<file path="config.mk">
export PLATFORM = sky130hd
export DESIGN_NAME = verbatim_string_literal_rewriter_core
export DESIGN_NICKNAME = d
export VERILOG_FILES = /design/src/hw/rtl/vslr_pkg.sv /design/src/hw/rtl/vslr_front.sv /design/src/hw/rtl/vslr_cmd_fifo.sv /design/src/hw/rtl/vslr_back.sv /design/src/hw/rtl/verbatim_string_literal_rewriter_core.sv
export SDC_FILE = /design/constraint.sdc
export NUM_CORES = 1
export LEC_CHECK = 0
export BUFFER_PORTS_ARGS = -buffer_cell sky130_fd_sc_hd__buf_4
export CORE_ASPECT_RATIO = 1.5
export CORE_MARGIN = 4
export CORE_UTILIZATION = 66
export CTS_CLUSTER_DIAMETER = 200
export DETAILED_ROUTE_END_ITERATION = 8
export MAX_ROUTING_LAYER = met4
export PLACE_DENSITY = 0.84
export SYNTH_ARGS = -nofsm -noshare
export SYNTH_HDL_FRONTEND = slang
export SYNTH_HIERARCHICAL = 1
export SYNTH_SLANG_ARGS = --single-unit
export TNS_END_PERCENT = 30
</file>
<file path="constraint.sdc">
create_clock -name aclk -period 8.2 [get_ports aclk]
set_clock_uncertainty 0.2 [all_clocks]
set_input_delay 0 -clock aclk [delete_from_list [all_inputs] [get_ports aclk]]
set_output_delay 0 -clock aclk [all_outputs]
set_load 0.01 [all_outputs]
</file>
<file path="src/hw/rtl/vslr_pkg.sv">
// shared constants for the verbatim string literal rewriter
// no dependencies; used by every module of the block but the command queue
`default_nettype none

package vslr_pkg;

    // width of the character fields on the ports
    localparam int CHAR_W          = 16;
    // defaults for the top level parameters
    localparam int CHAR_BITS_DEF   = 16;
    localparam int QUEUE_DEPTH_DEF = 4;
    // up to three characters leave for one accepted character
    localparam int MAX_RES         = 3;
    localparam int CNT_W           = 2;

    // characters the scanner reacts to
    localparam logic [7:0] CH_AT    = 8'h40;
    localparam logic [7:0] CH_SQ    = 8'h27;
    localparam logic [7:0] CH_DQ    = 8'h22;
    localparam logic [7:0] CH_BS    = 8'h5C;
    localparam logic [7:0] CH_NL    = 8'h0A;
    localparam logic [7:0] CH_STAR  = 8'h2A;
    localparam logic [7:0] CH_SLASH = 8'h2F;

endpackage

`default_nettype wire

</file>
<file path="src/hw/rtl/vslr_front.sv">
// front part: scan state, lookahead hold and rewrite decision per character
// depends on vslr_pkg; emits one packed command per character that yields output
`default_nettype none

module vslr_front #(
    parameter int CW    = 16,
    parameter int CMD_W = 3 * 16 + 3
) (
    input  wire logic             aclk,
    input  wire logic             aresetn,
    input  wire logic             accept_i,
    input  wire logic [CW-1:0]    char_i,
    input  wire logic             end_i,
    output logic                  push_o,
    output logic [CMD_W-1:0]      cmd_o
);

    typedef enum logic [2:0] {
        MODE_OUT   = 3'd0,
        MODE_SQ    = 3'd1,
        MODE_DQ    = 3'd2,
        MODE_VERB  = 3'd3,
        MODE_LINE  = 3'd4,
        MODE_BLOCK = 3'd5
    } mode_t;

    typedef struct packed {
        logic                             done;
        logic [vslr_pkg::CNT_W-1:0]       cnt;
        logic [vslr_pkg::MAX_RES-1:0][CW-1:0] ch;
    } cmd_t;

    localparam logic [CW-1:0] AT    = CW'(vslr_pkg::CH_AT);
    localparam logic [CW-1:0] SQ    = CW'(vslr_pkg::CH_SQ);
    localparam logic [CW-1:0] DQ    = CW'(vslr_pkg::CH_DQ);
    localparam logic [CW-1:0] BS    = CW'(vslr_pkg::CH_BS);
    localparam logic [CW-1:0] NL    = CW'(vslr_pkg::CH_NL);
    localparam logic [CW-1:0] STAR  = CW'(vslr_pkg::CH_STAR);
    localparam logic [CW-1:0] SLASH = CW'(vslr_pkg::CH_SLASH);

    mode_t         mode_reg, mode_next, mode_d;
    logic [CW-1:0] held_reg, held_next;
    logic          held_v_reg, held_v_next;
    logic [CW-1:0] bh_reg, bh_next;
    logic          bh_v_reg, bh_v_next;

    logic                       prev_ok;
    logic [1:0]                 d_n;
    logic [CW-1:0]              d0, d1;
    logic                       consumed;
    cmd_t                       cmd;

    assign prev_ok = bh_v_reg && (bh_reg != BS);

    // decision on the held character with the new one as lookahead
    always_comb begin
        d_n      = 2'd1;
        d0       = held_reg;
        d1       = held_reg;
        consumed = 1'b0;
        mode_d   = mode_reg;
        priority if (mode_reg == MODE_LINE || mode_reg == MODE_BLOCK) begin
            if (mode_reg == MODE_LINE && held_reg == NL) begin
                mode_d = MODE_OUT;
            end else if (mode_reg == MODE_BLOCK && held_reg == STAR && char_i == SLASH) begin
                mode_d = MODE_OUT;
            end
        end else if (held_reg == AT && char_i == SQ && mode_reg == MODE_OUT) begin
            mode_d   = MODE_VERB;
            d0       = SQ;
            consumed = 1'b1;
        end else if (held_reg == BS && mode_reg == MODE_VERB) begin
            d_n = 2'd2;
            d1  = BS;
        end else if (held_reg == BS && prev_ok &&
                     ((char_i == SQ && mode_reg == MODE_SQ) ||
                      (char_i == DQ && mode_reg == MODE_DQ))) begin
            d_n      = 2'd2;
            d1       = char_i;
            consumed = 1'b1;
        end else if (held_reg == SQ) begin
            if (mode_reg == MODE_OUT) begin
                mode_d = MODE_SQ;
            end else if (mode_reg == MODE_SQ || mode_reg == MODE_VERB) begin
                mode_d = MODE_OUT;
            end
        end else if (held_reg == DQ) begin
            if (mode_reg == MODE_OUT) begin
                mode_d = MODE_DQ;
            end else if (mode_reg == MODE_DQ) begin
                mode_d = MODE_OUT;
            end
        end else if (held_reg == SLASH && char_i == SLASH && mode_reg == MODE_OUT) begin
            mode_d = MODE_LINE;
        end else if (held_reg == SLASH && char_i == STAR && mode_reg == MODE_OUT) begin
            mode_d = MODE_BLOCK;
        end else begin
            mode_d = mode_reg;
        end
    end

    // command assembly and next state
    always_comb begin
        cmd.done  = end_i;
        cmd.ch[0] = char_i;
        cmd.ch[1] = char_i;
        cmd.ch[2] = char_i;
        cmd.cnt   = '0;
        mode_next   = mode_reg;
        held_next   = held_reg;
        held_v_next = held_v_reg;
        bh_next     = bh_reg;
        bh_v_next   = bh_v_reg;
        if (held_v_reg) begin
            cmd.ch[0] = d0;
            cmd.ch[1] = (d_n == 2'd2) ? d1 : char_i;
            cmd.cnt   = d_n + {1'b0, end_i && !consumed};
            mode_next = mode_d;
            bh_v_next = 1'b1;
            if (consumed) begin
                held_v_next = 1'b0;
                bh_next     = char_i;
            end else begin
                held_next = char_i;
                bh_next   = held_reg;
            end
        end else begin
            cmd.cnt = {1'b0, end_i};
            if (!end_i) begin
                held_next   = char_i;
                held_v_next = 1'b1;
            end
        end
        // the end of a text brings everything back to its reset value
        if (end_i) begin
            mode_next   = MODE_OUT;
            held_v_next = 1'b0;
            bh_v_next   = 1'b0;
        end
    end

    assign push_o = accept_i && (cmd.cnt != '0);
    assign cmd_o  = cmd;

    always_ff @(posedge aclk) begin
        if (!aresetn) begin
            mode_reg   <= MODE_OUT;
            held_v_reg <= 1'b0;
            bh_v_reg   <= 1'b0;
        end else if (accept_i) begin
            mode_reg   <= mode_next;
            held_v_reg <= held_v_next;
            bh_v_reg   <= bh_v_next;
        end
    end

    always_ff @(posedge aclk) begin
        if (accept_i) begin
            held_reg <= held_next;
            bh_reg   <= bh_next;
        end
    end

endmodule

`default_nettype wire

</file>
<file path="src/hw/rtl/vslr_cmd_fifo.sv">
// short command queue between the front and back parts
// depends on nothing beyond its parameters
`default_nettype none

module vslr_cmd_fifo #(
    parameter int DEPTH = 4,
    parameter int WIDTH = 51
) (
    input  wire logic             aclk,
    input  wire logic             aresetn,
    input  wire logic             push_i,
    input  wire logic [WIDTH-1:0] push_data_i,
    input  wire logic             pop_i,
    output logic [WIDTH-1:0]      head_o,
    output logic                  empty_o,
    output logic                  full_o
);

    localparam int AW = (DEPTH > 1) ? $clog2(DEPTH) : 1;
    localparam int NW = $clog2(DEPTH + 1);

    logic [WIDTH-1:0] slot_reg [DEPTH];
    logic [AW-1:0]    wr_ptr_reg, rd_ptr_reg;
    logic [NW-1:0]    fill_reg;
    logic             do_push, do_pop;

    assign empty_o = (fill_reg == '0);
    assign full_o  = (fill_reg == NW'(DEPTH));
    assign head_o  = slot_reg[rd_ptr_reg];
    assign do_push = push_i && !full_o;
    assign do_pop  = pop_i && !empty_o;

    always_ff @(posedge aclk) begin
        if (!aresetn) begin
            wr_ptr_reg <= '0;
            rd_ptr_reg <= '0;
            fill_reg   <= '0;
        end else begin
            if (do_push) begin
                wr_ptr_reg <= (wr_ptr_reg == AW'(DEPTH - 1)) ? '0 : wr_ptr_reg + 1'b1;
            end
            if (do_pop) begin
                rd_ptr_reg <= (rd_ptr_reg == AW'(DEPTH - 1)) ? '0 : rd_ptr_reg + 1'b1;
            end
            if (do_push && !do_pop) begin
                fill_reg <= fill_reg + 1'b1;
            end else if (do_pop && !do_push) begin
                fill_reg <= fill_reg - 1'b1;
            end
        end
    end

    always_ff @(posedge aclk) begin
        if (do_push) begin
            slot_reg[wr_ptr_reg] <= push_data_i;
        end
    end

    a_no_push_when_full: assert property (@(posedge aclk) disable iff (!aresetn)
        push_i |-> !full_o)
        else $error("command pushed into a full queue");

    a_fill_consistent: assert property (@(posedge aclk) disable iff (!aresetn)
        !(full_o && empty_o))
        else $error("queue reports full and empty at once");

endmodule

`default_nettype wire

</file>
<file path="src/hw/rtl/vslr_back.sv">
// back part: walks the characters of the head command out on the result stream
// depends on vslr_pkg; reads the command queue head
`default_nettype none

module vslr_back #(
    parameter int CW    = 16,
    parameter int CMD_W = 3 * 16 + 3
) (
    input  wire logic                        aclk,
    input  wire logic                        aresetn,
    input  wire logic [CMD_W-1:0]            head_i,
    input  wire logic                        empty_i,
    output logic                             pop_o,
    output logic                             m_tvalid,
    input  wire logic                        m_tready,
    output logic [vslr_pkg::CHAR_W-1:0]      m_tdata,
    output logic                             m_tlast,
    output logic                             m_tuser
);

    localparam int DW = vslr_pkg::CHAR_W;

    typedef struct packed {
        logic                             done;
        logic [vslr_pkg::CNT_W-1:0]       cnt;
        logic [vslr_pkg::MAX_RES-1:0][CW-1:0] ch;
    } cmd_t;

    cmd_t                       head;
    logic [vslr_pkg::CNT_W-1:0] sel_reg;
    logic                       last_of_cmd;
    logic                       xfer;

    assign head        = head_i;
    assign last_of_cmd = (sel_reg == head.cnt - 1'b1);
    assign xfer        = m_tvalid && m_tready;

    assign m_tvalid = !empty_i;
    assign m_tdata  = DW'(head.ch[sel_reg]);
    assign m_tlast  = last_of_cmd;
    assign m_tuser  = last_of_cmd && head.done;
    assign pop_o    = xfer && last_of_cmd;

    always_ff @(posedge aclk) begin
        if (!aresetn) begin
            sel_reg <= '0;
        end else if (xfer) begin
            sel_reg <= last_of_cmd ? '0 : sel_reg + 1'b1;
        end
    end

    a_cnt_nonzero: assert property (@(posedge aclk) disable iff (!aresetn)
        !empty_i |-> (head.cnt != '0) && (sel_reg < head.cnt))
        else $error("head command has no character at the current index");

    a_done_is_last: assert property (@(posedge aclk) disable iff (!aresetn)
        m_tvalid && m_tuser |-> m_tlast)
        else $error("end of text flagged before the last character of its command");

endmodule

`default_nettype wire

</file>
<file path="src/hw/rtl/verbatim_string_literal_rewriter_core.sv">
// top level of the verbatim string literal rewriter
// depends on vslr_pkg, vslr_front, vslr_cmd_fifo and vslr_back
`default_nettype none

// channel   dir  ports                          contents
// s_ (in)   in   s_tvalid s_tready s_tdata s_tlast  one source character, tlast = last of text
// m_ (out)  out  m_tvalid m_tready m_tdata m_tlast m_tuser  one rewritten character
//
// one source character is taken per cycle while the command queue has room
// each character turns into zero to three output characters, sent one per cycle while m_tready is high
// the queue between scanner and output absorbs bursts; s_tready drops only when it is full
// the command for a held character is formed when its lookahead character is accepted and goes through the queue
// aresetn is synchronous and active low; it returns the scanner to its start state

module verbatim_string_literal_rewriter_core #(
    parameter int CHAR_BITS   = vslr_pkg::CHAR_BITS_DEF,
    parameter int QUEUE_DEPTH = vslr_pkg::QUEUE_DEPTH_DEF
) (
    input  wire logic                        aclk,
    input  wire logic                        aresetn,
    // source stream
    input  wire logic                        s_tvalid,
    output logic                             s_tready,
    input  wire logic [vslr_pkg::CHAR_W-1:0] s_tdata,   // [15:0] char_in
    input  wire logic                        s_tlast,   // text_end
    // rewritten stream
    output logic                             m_tvalid,
    input  wire logic                        m_tready,
    output logic [vslr_pkg::CHAR_W-1:0]      m_tdata,   // [15:0] char_out
    output logic                             m_tlast,   // run_last
    output logic                             m_tuser    // [0] text_done
);

    // characters are kept only as wide as the character set needs
    localparam int CW    = (CHAR_BITS < vslr_pkg::CHAR_W) ? CHAR_BITS : vslr_pkg::CHAR_W;
    // command: done flag, character count, three character slots
    localparam int CMD_W = vslr_pkg::MAX_RES * CW + vslr_pkg::CNT_W + 1;

    logic             accept;
    logic             push;
    logic [CMD_W-1:0] cmd;
    logic [CMD_W-1:0] head;
    logic             empty, full;
    logic             pop;

    // a transfer on the source side happens whenever s_tvalid is high and the queue has room
    assign s_tready = !full;
    assign accept   = s_tvalid && s_tready;

    // scanner: mode tracking and the one character lookahead
    vslr_front #(
        .CW    (CW),
        .CMD_W (CMD_W)
    ) u_front (
        .aclk     (aclk),
        .aresetn  (aresetn),
        .accept_i (accept),
        .char_i   (s_tdata[CW-1:0]),
        .end_i    (s_tlast),
        .push_o   (push),
        .cmd_o    (cmd)
    );

    // decouples the scanner from output stalls
    vslr_cmd_fifo #(
        .DEPTH (QUEUE_DEPTH),
        .WIDTH (CMD_W)
    ) u_queue (
        .aclk        (aclk),
        .aresetn     (aresetn),
        .push_i      (push),
        .push_data_i (cmd),
        .pop_i       (pop),
        .head_o      (head),
        .empty_o     (empty),
        .full_o      (full)
    );

    // serializer: one output transfer per character of a command
    vslr_back #(
        .CW    (CW),
        .CMD_W (CMD_W)
    ) u_back (
        .aclk     (aclk),
        .aresetn  (aresetn),
        .head_i   (head),
        .empty_i  (empty),
        .pop_o    (pop),
        .m_tvalid (m_tvalid),
        .m_tready (m_tready),
        .m_tdata  (m_tdata),
        .m_tlast  (m_tlast),
        .m_tuser  (m_tuser)
    );

endmodule

`default_nettype wire

</file>
==> impl.org, run 1 <==
** Outcome
- Status :: complete, no violations

** Final layout
- Compared with the post-synthesis result, the final layout area differs by 10.7%.
- The final layout contains 668 nets.
- Across the whole layout, storage elements account for 7410 um^2.
- In the final layout, the multi-input gates occupy 2780 um^2.
- Diodes inserted :: 0
- Max reg flops :: 204
- After filler insertion, the fill cell instance count of the layout stands at 947.
- Fraction of final layout cells sized beyond drive strength 1 :: 24.6%

** Drt
- For this block, the initial DRC count from the detailed router was 403.
- For this run, design rule violations remaining after detail routing come to 0.
- For this run, the detailed router's first-pass iteration total came to 5.
- After detailed routing, the number of vias per cell comes to 6.30.
- Total length of routed wires :: 20200 um
- Post-DRT Antenna Nets :: 0
- Via count :: 5402
- Dividing the detail-routed wire length by the instance count gives 23.6 um.

** Clock network
- Counting along the longest clock path gives a buffer depth of 3.
- TritonCTS clock tree :: done
- In this run the clock root is driven by a sky130_fd_sc_hd__clkbuf_16.
- For this design, the sink count on the clock tree is 252.
- # H-tree levels :: 1
- Clock network latency to the later pin of the worst-skew pair :: 0.50 ns
- Clock transition at the registers of the reported paths :: 0.06 ns
- Counting the buffers created by CTS gives 22.

** Timing
- Dividing the final minimum period by the clock period gives 56.9%.
- Hold violation count in the final report :: 0
- The routed design could run at a clock period as short as 4.67 ns.
- F_max :: 214 MHz
- The final count of pins violating max slew came to 0.
- Setup repair after global routing left no endpoint under its margin.
- Number of failing setup endpoints in the final timing report :: 0
- Accumulated negative setup slack :: 0 ns
- Measured against its own limit, the worst slew margin works out to 24.3%.
- For the pin with the worst max-slew slack, the measured transition is 1.13 ns.

** Global routing
- Pin count of the biggest net entering global routing :: 52
- Via count of the first global-routing pass :: 5824
- The total overflow left after global routing is 0.
- Wire length of the first global-routing pass :: 32700 um
- The initial antenna violation count was 0.
- Overall track demand over capacity in global routing :: 24.0%

** Yosys
- Among all flip-flop cells after synthesis, the most frequent one is sky130_fd_sc_hd__edfxtp_1.
- Portion of the post-synthesis area used by sequential elements :: 69.6%
- Yosys mapped a number of flops with a built-in enable equal to 236.
- Number of cells produced by synthesis :: 601
- Synth area leaders :: sky130_fd_sc_hd__edfxtp_1, sky130_fd_sc_hd__mux4_2, sky130_fd_sc_hd__dfxtp_1
- Count of cell types in the netlist :: 66
- Synthesis produced a netlist with a net count of 630.
- Synthesized area per cell :: 17.7 um^2
- Of all flip-flops after synthesis, the portion carrying an async set or reset was 0%.
- Synthesis inferred 252 register bits.
- Of the post-synthesis cell area, the dominant cell type holds 66.6%.
- The synthesized design spends more area on one cell type than any other, namely sky130_fd_sc_hd__edfxtp_1.
- The mapped netlist covers 10600 um^2.
- During synthesis, Yosys emitted a total of 6 warnings.

** Critical path
- Launching element type of the critical path :: flop
- The critical path in this run is classified as reg2reg.
- Data arrives at the worst endpoint at 4.89 ns.
- Max FO, Critical Path :: 7
- Endpoint class of the critical path :: flop
- The number of cells on the worst reg-to-reg path is 15.
- For the worst setup path, the data required time is 8.42 ns.

** Power
- Worst-case vdd ir drop :: 0.261 mV
- Pwr/cell area :: 282 nW/um^2
- Summed over all cells, the static leakage comes to 0.00378 uW.
- Overall power consumption after layout is estimated at 3320 uW.

** Min path
- Counting instances, the worst hold path has a depth of 2.
- In this run the worst hold path is classified as in2reg.

** Place
- Detailed placement finished with a half-perimeter wire length of 11600 um.
- Gp weighted congestion :: 0.868
- Port buffering added 40 buffers.

** Floorplan
- Placement row count :: 56
- I/O pin cnt :: 41
- Starting Density :: 67.5%
- Measured along the y axis, the die boundary spans 163 um.
- The die covers 18300 um^2.
- Width of the die :: 112 um
- The core region is 15800 um^2.

** Job
- Maximum capacitance violations :: 0
==> final cells by class <==
| cell class | count | share of cell area (%) |
|---|---|---|
| sequential | 252 | 63.0 |
| multi-input combinational | 282 | 23.6 |
| clock buffer | 31 | 5.32 |
| timing repair buffer | 69 | 4.85 |
| tap | 203 | 2.16 |
| clock inverter | 8 | 0.744 |
| inverter | 12 | 0.383 |
==> final timing paths <==
kind                                           start                      end  slack [ns]
worst max-delay path             u_front/held_reg[9]      u_queue/fill_reg[2]        3.53
worst min-delay path                     s_tdata[14]  u_queue/slot_reg[2][46]        0.09
worst max register to register   u_front/held_reg[9]      u_queue/fill_reg[2]        3.53
worst min register to register  u_front/held_reg[11]       u_front/bh_reg[11]        0.28
==> report_power, final <==
group | internal (uW) | switching (uW)
sequential | 1590 | 70.7
clock | 594 | 422
combinational | 301 | 347
total | 2480 | 840
==> cells in the final DEF, fill, tap and decap left out, types with 3 or more instances in the layout <==
cell	instances
sky130_fd_sc_hd__o31ai_1	3
sky130_fd_sc_hd__edfxtp_1	236
sky130_fd_sc_hd__inv_1	12
sky130_fd_sc_hd__nor2_1	10
sky130_fd_sc_hd__clkbuf_1	6
sky130_fd_sc_hd__buf_4	48
sky130_fd_sc_hd__or4_1	4
sky130_fd_sc_hd__nor4_1	6
sky130_fd_sc_hd__nand2_1	39
sky130_fd_sc_hd__and2_2	5
sky130_fd_sc_hd__clkbuf_16	23
sky130_fd_sc_hd__o22a_1	4
sky130_fd_sc_hd__nor3_1	3
sky130_fd_sc_hd__nor2b_1	8
sky130_fd_sc_hd__dfxtp_1	14
sky130_fd_sc_hd__and2_1	16
sky130_fd_sc_hd__dlygate4sd3_1	21
sky130_fd_sc_hd__mux2_2	11
sky130_fd_sc_hd__mux2i_1	22
sky130_fd_sc_hd__ha_1	7
sky130_fd_sc_hd__nand4_1	4
sky130_fd_sc_hd__mux4_2	50
sky130_fd_sc_hd__or2_2	3
sky130_fd_sc_hd__nand3_1	6
sky130_fd_sc_hd__o21ai_1	3
sky130_fd_sc_hd__clkinv_2	4
sky130_fd_sc_hd__nand2b_1	6
sky130_fd_sc_hd__a21oi_1	3
sky130_fd_sc_hd__xnor2_1	4
sky130_fd_sc_hd__o21a_1	3
sky130_fd_sc_hd__o21ai_0	22
==> cell families after synthesis <==
kind of cell | after synthesis | share of synthesized area, %
mux | 85 | 14.2
compound gates | 56 | 3.56
flops | 252 | 69.6
xor+xnor | 6 | 0.565
simple gates | 127 | 6.71
fa+ha+maj | 8 | 1.01
buf+inv | 67 | 4.32
==> synthesized netlist by cell type (7+ instances only) <==
cell / number
sky130_fd_sc_hd__nand2_1: 39
sky130_fd_sc_hd__clkbuf_1: 15
sky130_fd_sc_hd__and2_1: 20
sky130_fd_sc_hd__nor2_1: 10
sky130_fd_sc_hd__edfxtp_1: 236
sky130_fd_sc_hd__dfxtp_1: 16
sky130_fd_sc_hd__buf_2: 9
sky130_fd_sc_hd__mux2i_1: 22
sky130_fd_sc_hd__ha_1: 7
sky130_fd_sc_hd__o21ai_0: 22
sky130_fd_sc_hd__mux2_2: 11
sky130_fd_sc_hd__nor2b_1: 8
sky130_fd_sc_hd__inv_1: 12
sky130_fd_sc_hd__mux4_2: 50
sky130_fd_sc_hd__buf_4: 18
==> worst max-delay path, stage by stage (launching register included) <==
cell and delay [ns]:
sky130_fd_sc_hd__edfxtp_1 0.42, sky130_fd_sc_hd__nor4_1 0.47, sky130_fd_sc_hd__nand3_1 0.18, sky130_fd_sc_hd__nor4_1 0.41, sky130_fd_sc_hd__and3b_1 0.30, sky130_fd_sc_hd__nor2_1 0.07, sky130_fd_sc_hd__ha_1 0.27, sky130_fd_sc_hd__a21oi_1 0.29
sky130_fd_sc_hd__o21a_1 0.17, sky130_fd_sc_hd__nor2b_1 0.42, sky130_fd_sc_hd__ha_1 0.26, sky130_fd_sc_hd__inv_1 0.07, sky130_fd_sc_hd__fa_1 0.44, sky130_fd_sc_hd__xor2_1 0.16, sky130_fd_sc_hd__or3_1 0.30, sky130_fd_sc_hd__a21boi_0 0.16
==> through the flow <==
stage | util [%] | cells | hold WS, ns | instance area (um^2) | worst slack, ns
2_1_floorplan | - | 601 | -0.101 | 10600 | 3.82
3_3_place_gp | 68.8 | 797 | 0.0412 | 10800 | 3.77
3_5_place_dp | 68.8 | 797 | 0.0456 | 10800 | 3.55
4_1_cts | 74.7 | 857 | 0.0758 | 11800 | 3.53
5_1_grt | 74.7 | 857 | 0.0942 | 11800 | 2.92
6_report | 74.7 | 857 | 0.0869 | 11800 | 3.53
==> routing by layer <==
metal | wire, um | up-vias | global-route usage, %
met1 | 7770 | 2784 | 29.8
met2 | 10900 | 173 | 41.4
met4 | 558 | 0 | 7.75
li1 | - | 2408 | -
met5 | 0 | - | -
met3 | 941 | 37 | 3.08
==> repair_timing <==
action                    CTS  global route
hold buffers               21             0
gates resized for setup     0             0
buffers inserted            0             0
hold endpoints to repair  238             0
Power figures use the tool's default switching activity.
==> inputs of run 2 (changes only) <==
- CORE_UTILIZATION: 66 -> 61
- PLACE_DENSITY: 0.84 -> 0.79
- clock period: 8.2 -> 4.3 ns (I/O delays scaled with it)
==> run 2 against run 1 <==
Against the previous run:
- first-iteration DRC count shrank 4.5%
- register-to-register slack lost 3.4 ns
- non-clock buffer count grew 15
- largest cell class unchanged
- design area grew 2.7%
- sequential power grew 89%
- count of clock-buffer cells in the layout shrank 7
- largest power group unchanged
- critical endpoint unchanged
- total power grew 96%
- setup slack lost 3.4 ns
- clock power grew 100%
==> impl.org, run 2 (synthesis gave the netlist of run 1 again) <==
** Clock network
- CTS saw 252 sinks.
- CTS Buffer Depth :: 3
- CTS Buf Count :: 22
- After clock tree synthesis, the clock-pin slew on the worst setup and hold paths is 0.07 ns.
- Clock Root Buffer :: sky130_fd_sc_hd__clkbuf_16
- At the later pin of the worst-skew pair, clock insertion delay measures 0.49 ns.
- # H-tree levels :: 1
- TritonCTS clock tree :: done

** Floorplan
- I/O pin cnt :: 41
- Starting Density :: 62.6%
- In this run the standard cell core region covers 17000 um^2.
- Placement row count :: 58
- Die H :: 170 um
- Area of the die :: 19700 um^2
- The die is 116 um wide.

** Final layout
- Leaving out fill and tap cells, the most frequent cell in the layout is sky130_fd_sc_hd__edfxtp_1.
- Leaving out fill and tap cells, the most frequent cells in the layout are sky130_fd_sc_hd__edfxtp_1, sky130_fd_sc_hd__buf_4, sky130_fd_sc_hd__mux4_2.
- Diodes inserted :: 0
- Final layout net count :: 683
- The area growth from synthesis to layout is 13.6%.
- The post-route netlist has 27.9% of its cells at a drive strength greater than 1.
- The register with the most flip-flops in the layout has 204 of them.

** Drt
- The detail route stage leaves a number of antenna-violating nets equal to 0.
- Using the TritonRoute via totals, the vias-per-cell ratio works out to 6.14.
- Before antenna repair, the detailed router went through 6 iterations.
- Total length of routed wires :: 20300 um
- Via count :: 5405
- In the final routed layout, each cell accounts on average for 23.1 um.
- For this block, the initial DRC count from the detailed router was 385.
- Drc violations :: 0

** Power
- Across the VDD grid, the largest voltage drop is 0.434 mV.
- Part of the total power dissipated in the clock network :: 31.6%
- Sw frac :: 25.3%
- Cell Int Power :: 4860 uW
- The design draws 6510 uW.
- Summed over all cells, the static leakage comes to 0.00390 uW.
- Combinational logic is responsible for 20.1% of the overall power.
- Total net switching power :: 1640 uW
- Pwr/cell area :: 538 nW/um^2
- Part of the power in registers :: 48.3%

** Global routing
- Entering global routing, the biggest net connects 52 pins.
- The number of global-route vias before repair is 5834.
- In the global route stage, overall resource usage came out at 22.2%.
- Residual overflow from global routing :: 0
- The first global-routing pass estimated 32100 um of wire.
- The initial antenna violation count is 0.

** Timing
- Measured against its own limit, the worst slew margin works out to 33.2%.
- Static timing analysis puts the maximum clock frequency at 241 MHz.
- Of the available clock period, the critical path in the final layout requires 96.3%.
- The count of final hold-check violations came to 0.
- The final count of pins violating max slew came to 0.
- Final period demand of the worst path :: 4.14 ns
- Setup violations remaining at the end of the flow were counted as 0.
- At the pin with the least slew margin, the transition time is 1.00 ns.
- Worst-case hold slack :: 0.106 ns

** Critical path
- The setup path with the least slack is of type reg2reg.
- CP max-delay cell :: sky130_fd_sc_hd__nor4_2
- Cells along the critical path :: nor4_2 > nand3_2 > nor4_4 > and3b_1 > nor2_1 > ha_1 > a21oi_4 > o21a_1 > nor2b_2 > ha_2 > inv_1 > fa_1 > xor2_1 > or3_1 > a21boi_1
- On the critical path the largest part of the delay comes from simple AND/OR/NAND/NOR gates.
- At the worst endpoint, the arrival time is 4.36 ns.
- Worst r2r src :: u_front/held_reg[9]
- For this run, the slowest stage of the critical path takes 0.46 ns.
- The worst setup path is captured at a flop.
- Counting both buffers and inverters, the worst setup path holds a total of 1.
- At the worst endpoint, the required time is 4.52 ns.
- In this run the worst setup path begins at u_front/held_reg[9].
- In this run the worst path has a maximum fanout of 5.
- The worst setup path is launched from a flop.

** Job
- Across the run, the number of max-cap violations was 0.

** Outcome
- The run finished with clean final reports.

** Place
- The congestion estimate from routability-driven global placement came to 0.884.
- Detailed placement ended at an HPWL of 12100 um.
- Count of input and output buffers :: 40

** Min path
- Hold wc startpoint :: s_tdata[11]
- Worst hold path class :: in2reg
[run 2: layout make-up]
type	count	area, um^2
flip-flops and latches	252	7410
well taps	210	263
inverters	12	45.0
clock inverters	16	190
fillers	1086	4900
multi-input cells	282	2860
clock buffers	24	579
repair buffers	84	733
[run 2: routing by layer]
metal	vias to the layer above	routed length, um	global-route usage, %
met3	38	715	2.39
met1	2803	7840	26.8
met2	114	11200	39.0
met5	-	0	-
li1	2450	-	-
met4	0	546	6.87
[run 2: what timing repair did]
action,4_1_cts,5_1_grt
pin swaps,0,1
endpoints found under the hold margin,234,0
hold buffers,21,0
endpoints found under the setup margin,1,1
setup buffers,0,0
gates resized for setup,4,12
[run 2: path summary, 6_finish.rpt]
kind | endpoint | slack [ns] | cells after the start
setup / recovery | u_queue/fill_reg[2] | 0.16 | 15
hold / removal | u_queue/slot_reg[1][43] | 0.11 | 2
setup reg to reg | u_queue/fill_reg[2] | 0.16 | 15
hold reg to reg | u_front/bh_reg[10] | 0.31 | 0
[run 2: power groups by stage]
stage	sequential [uW]	clock [uW]	combinational, uW
global route	3160	2200	1430
detailed placement	3180	0	1300
global placement	3160	0	1260
floorplan	3150	0	897
CTS	3140	2090	1320
finish	3140	2060	1310
[run 2: worst register-to-register path, stage by stage, from the launching register on]
cell,delay (ns)
sky130_fd_sc_hd__edfxtp_1,0.43
sky130_fd_sc_hd__nor4_2,0.46
sky130_fd_sc_hd__nand3_2,0.22
sky130_fd_sc_hd__nor4_4,0.31
sky130_fd_sc_hd__and3b_1,0.23
sky130_fd_sc_hd__nor2_1,0.06
sky130_fd_sc_hd__ha_1,0.30
sky130_fd_sc_hd__a21oi_4,0.19
sky130_fd_sc_hd__o21a_1,0.14
sky130_fd_sc_hd__nor2b_2,0.16
sky130_fd_sc_hd__ha_2,0.22
sky130_fd_sc_hd__inv_1,0.07
sky130_fd_sc_hd__fa_1,0.44
sky130_fd_sc_hd__xor2_1,0.16
sky130_fd_sc_hd__or3_1,0.31
sky130_fd_sc_hd__a21boi_1,0.17
[run 2: metrics by stage]
stage	worst slack (ns)	TNS, ns	utilization [%]	std cells	cell area, um^2
floorplan	-0.0770	-7.85	-	601	10600
global placement	0.148	0	64.9	819	11000
detailed placement	-0.176	-0.176	64.9	819	11000
CTS	0.00109	0	70.8	880	12000
global route	-0.0156	-0.0156	71.2	880	12100
finish	0.159	0	71.2	880	12100
==> inputs of run 3 (changes only) <==
- SYNTH_HIERARCHICAL: 1 -> unset
==> run 3 against run 2 <==
Against the previous run:
- sequential power is 5% lower
- worst hold slack worse by 0.012 ns
- non-clock buffer count is 12 higher
- combinational power is 3% lower
- count of clock-buffer cells in the layout is 8 higher
- sequential cell count stayed put
- global-route usage is 1.6 points higher
- total power is 4.1% lower
- via count is 3.7% higher
- die area is 1.5% lower
==> impl.org, run 3 <==
** Outcome
- The flow ran to the end, and the final reports show no timing, DRC or antenna violations.

** Clock network
- Clock network latency to the later pin of the worst-skew pair :: 0.50 ns
- In this run the clock root is driven by a sky130_fd_sc_hd__clkbuf_16.
- CTS Buf Count :: 22
- The tree built by TritonCTS fans out to 252 sinks.
- TritonCTS built the clock tree.
- CTS Buffer Depth :: 3
- # H-tree levels :: 1
- Clock transition at the registers of the reported paths :: 0.07 ns

** Drt
- Met3 routed WL :: 974 um
- Number of DRC markers in iteration 0 :: 418
- For this run, design rule violations remaining after detail routing come to 0.
- In the final routing, the length of wire on met1 measures 8150 um.
- In the final routed layout, each cell accounts on average for 23.8 um.
- The count of nets left with antenna violations once routing finished came out at 0.
- Max Used Layer :: met4
- Across all layers, the routed design uses 5605 vias.
- Wire segments on met2 add up to 11600 um in the final route.
- In the routed layout, each cell is associated on average with a via count of 6.28.
- Summed over all layers, the routed wires come to 21300 um.
- Before antenna repair, the detailed router went through 5 iterations.

** Critical path
- Setup slack on the worst reg-to-reg path comes out at 0.12 ns.
- Critical path arrival :: 4.41 ns
- Worst setup path class :: reg2reg
- Endpoint class of the critical path :: flop
- Max FO, Critical Path :: 3
- STA classifies the critical path startpoint as a flop.
- FF-to-FF End :: u_queue.fill_reg[2]
- Counting cells, the worst reg-to-reg path comes to 16.
- STA puts the critical path data required time at 4.53 ns.
- The startpoint identified for the worst register-to-register timing path is u_front.held_reg[9].

** Floorplan
- The die is 115 um wide.
- After floorplanning, the core was divided into 58 placement rows.
- The die is 168 um tall.
- Core region area :: 16800 um^2
- Starting Density :: 62.2%
- I/O pin cnt :: 41
- Area of the die :: 19400 um^2

** Yosys
- Averaged over all synthesized cells, the footprint is 18.0 um^2.
- By area, the combinational part of the netlist is dominated by multiplexers.
- Sequential cells were found to cover 70.8% of the synthesized design area.
- The Yosys step of the flow raised 0 warnings.
- Post-synthesis xor/xnor area fraction :: 0.418%
- Number of synthesized flops with an enable pin :: 236
- The biggest area contributor in the post-synthesis netlist is sky130_fd_sc_hd__edfxtp_1.
- Most common cell in the synthesized netlist :: sky130_fd_sc_hd__edfxtp_1
- Simple-gate area share of the yosys netlist :: 7.84%
- The cell area that synthesis handed to floorplanning was 10500 um^2.
- The synthesized netlist devotes 1.03% of its cell area to adder and majority cells.
- Multiplexer area fraction after synthesis :: 14.4%
- Post-synth ARST share :: 0%
- Number of cells produced by synthesis :: 582
- Among all flip-flop cells after synthesis, the most frequent one is sky130_fd_sc_hd__edfxtp_1.
- Yosys attributes the largest share of cell area to sky130_fd_sc_hd__edfxtp_1, sky130_fd_sc_hd__mux4_2, sky130_fd_sc_hd__dfxtp_1.
- Most used standard cells in the synthesized netlist :: sky130_fd_sc_hd__edfxtp_1, sky130_fd_sc_hd__mux4_2, sky130_fd_sc_hd__clkbuf_1
- In this run, distinct cell masters in the synthesized netlist total 62.
- Of the post-synthesis cell area, the dominant cell type holds 67.7%.
- After synthesis the netlist holds a flip-flop and latch count of 252.
- Compound-cell area share of the yosys netlist :: 3.79%
- The number of nets in the synthesized netlist is 611.

** Timing
- In this run the tightest slew margin relative to its limit is 44.2%.
- F_max :: 239 MHz
- Dividing the final minimum period by the clock period gives 97.3%.
- Hold violation count in the final report :: 0
- Number of failing setup endpoints in the final timing report :: 0
- Slew at the pin with the worst max-slew slack :: 0.835 ns
- Subtracting the final worst setup slack from the clock period gives 4.18 ns.
- On the final layout, the worst hold slack is 0.0943 ns.
- The final count of pins violating max slew was 0.

** Final layout
- Post-route core utilization :: 72.4%
- Relative to the synthesized area, the layout overhead comes to 16.4%.
- Final layout net count :: 696
- The library cells used most frequently in the layout, excluding fill and tap cells, are sky130_fd_sc_hd__edfxtp_1, sky130_fd_sc_hd__buf_4, sky130_fd_sc_hd__mux4_2.
- Number of fillers in the final layout :: 1038
- Count of non-filler cells in the finished layout :: 893
- The number of antenna diodes in the final layout is 0.
- Max reg flops :: 204
- The library cell used most frequently in the layout, excluding fill and tap cells, is sky130_fd_sc_hd__edfxtp_1.
- The post-route netlist has 28.7% of its cells at a drive strength greater than 1.

** Place
- Count of input and output buffers :: 40
- Placed Instances :: 825
- Half-perimeter wire length after placement :: 13300 um
- Gp weighted congestion :: 0.946

** Global routing
- Residual overflow from global routing :: 0
- Via count of the first global-routing pass :: 6008
- Initial antenna violation count :: 0
- Overall track demand over capacity in global routing :: 23.7%
- Entering global routing, the biggest net connects 52 pins.
- The first global-routing pass estimated 33900 um of wire.

** Power
- Worst-case vdd ir drop :: 0.450 mV
- Power spread over the standard cell area amounts to 512 nW/um^2.
- Leak :: 0.00410 uW

** Min path
- Hold wc startpoint :: s_tdata[4]
- The worst hold path terminates at u_queue.slot_reg[1][36].
- Number of cells traversed by the worst hold path :: 2
- Worst hold path class :: in2reg

** Job
- Max-cap violations in this run came to 0.
## run 3: cell count changes after synthesis, sizes merged, moves of 3 or more
cell,before,now
a21oi,3,15
buf,39,8
clkbuf,16,27
nand2,39,21
nor2,10,23
nor3,3,10
o21ai,25,7
o22a,4,0
o2bb2ai,2,16
or2,3,0
or3,2,7
xnor2,5,2
## run 3: worst max-delay path by stage
| stage | from | end | slack, ns | cells past startpoint |
|---|---|---|---|---|
| floorplan | u_front.held_reg[8] | u_queue.slot_reg[0][0] | -0.29 | 9 |
| global placement | u_front.held_reg[9] | u_queue.fill_reg[2] | 0.02 | 14 |
| detailed placement | u_front.held_reg[9] | u_queue.fill_reg[2] | -0.12 | 14 |
| CTS | u_front.held_reg[9] | u_queue.fill_reg[2] | 0.008 | 16 |
| global route | u_front.held_reg[9] | u_queue.fill_reg[2] | -0.005 | 16 |
| finish | u_front.held_reg[9] | u_queue.fill_reg[2] | 0.12 | 16 |
## run 3: final cells by class
class,count,area [um^2],share of cell area [%]
tap,210,263,2.16
timing repair buffer,96,826,6.78
sequential,252,7410,60.8
multi-input combinational,283,2910,23.9
clock buffer,32,629,5.16
inverter,12,45.0,0.370
clock inverter,8,103,0.842
## run 3: logic make-up after synthesis
kind of cell             after synthesis
AO/OA/AOI/OAI                         52
XOR/XNOR                               5
adder cells (fa/ha/maj)                8
buffers and inverters                 47
flip-flops                           252
multiplexers                          85
AND/OR/NAND/NOR                      133
## run 3: where the power goes
part / total [uW] / leakage [uW] / switching, uW / internal (uW)
Sequential: 2990 / 0.00228 / 84.5 / 2900
Clock: 1980 / 0.000358 / 830 / 1150
Combinational: 1270 / 0.00146 / 672 / 602
Total: 6240 / 0.00410 / 1590 / 4650
## run 3: metal layers
metal | track usage [%] | up-vias
met1 | 29.7 | 2889
met5 | - | -
met4 | 6.49 | 0
li1 | - | 2504
met2 | 41.1 | 175
met3 | 2.73 | 37
## run 3: critical path, stage by stage (launching register included)
cell	delay [ns]
sky130_fd_sc_hd__edfxtp_1	0.43
sky130_fd_sc_hd__or4_4	0.56
sky130_fd_sc_hd__or4_4	0.43
sky130_fd_sc_hd__or4_4	0.45
sky130_fd_sc_hd__nand2_4	0.10
sky130_fd_sc_hd__nor2_1	0.05
sky130_fd_sc_hd__ha_1	0.28
sky130_fd_sc_hd__a21oi_1	0.06
sky130_fd_sc_hd__inv_1	0.13
sky130_fd_sc_hd__nand2_2	0.08
sky130_fd_sc_hd__o31ai_4	0.06
sky130_fd_sc_hd__ha_2	0.22
sky130_fd_sc_hd__inv_1	0.05
sky130_fd_sc_hd__fa_2	0.33
sky130_fd_sc_hd__xor2_1	0.17
sky130_fd_sc_hd__or3_1	0.38
sky130_fd_sc_hd__a21oi_2	0.14
## run 3: through the flow
stage	setup TNS, ns	total power, uW	cell area (um^2)	setup slack, ns
3_5_place_dp	-0.120	4290	11200	-0.120
4_1_cts	0	6280	12100	0.00755
5_1_grt	-0.00498	6510	12200	-0.00498
2_1_floorplan	-29.92	3800	10500	-0.293
6_report	0	6240	12200	0.117
3_3_place_gp	0	4240	11200	0.0200
## run 3: timing repair
item,in CTS,in global routing
buffers inserted,1,5
resized for setup,1,5
hold buffers,22,0
pin swaps,1,5
endpoints found under the hold margin,230,0
setup endpoints to repair,1,1
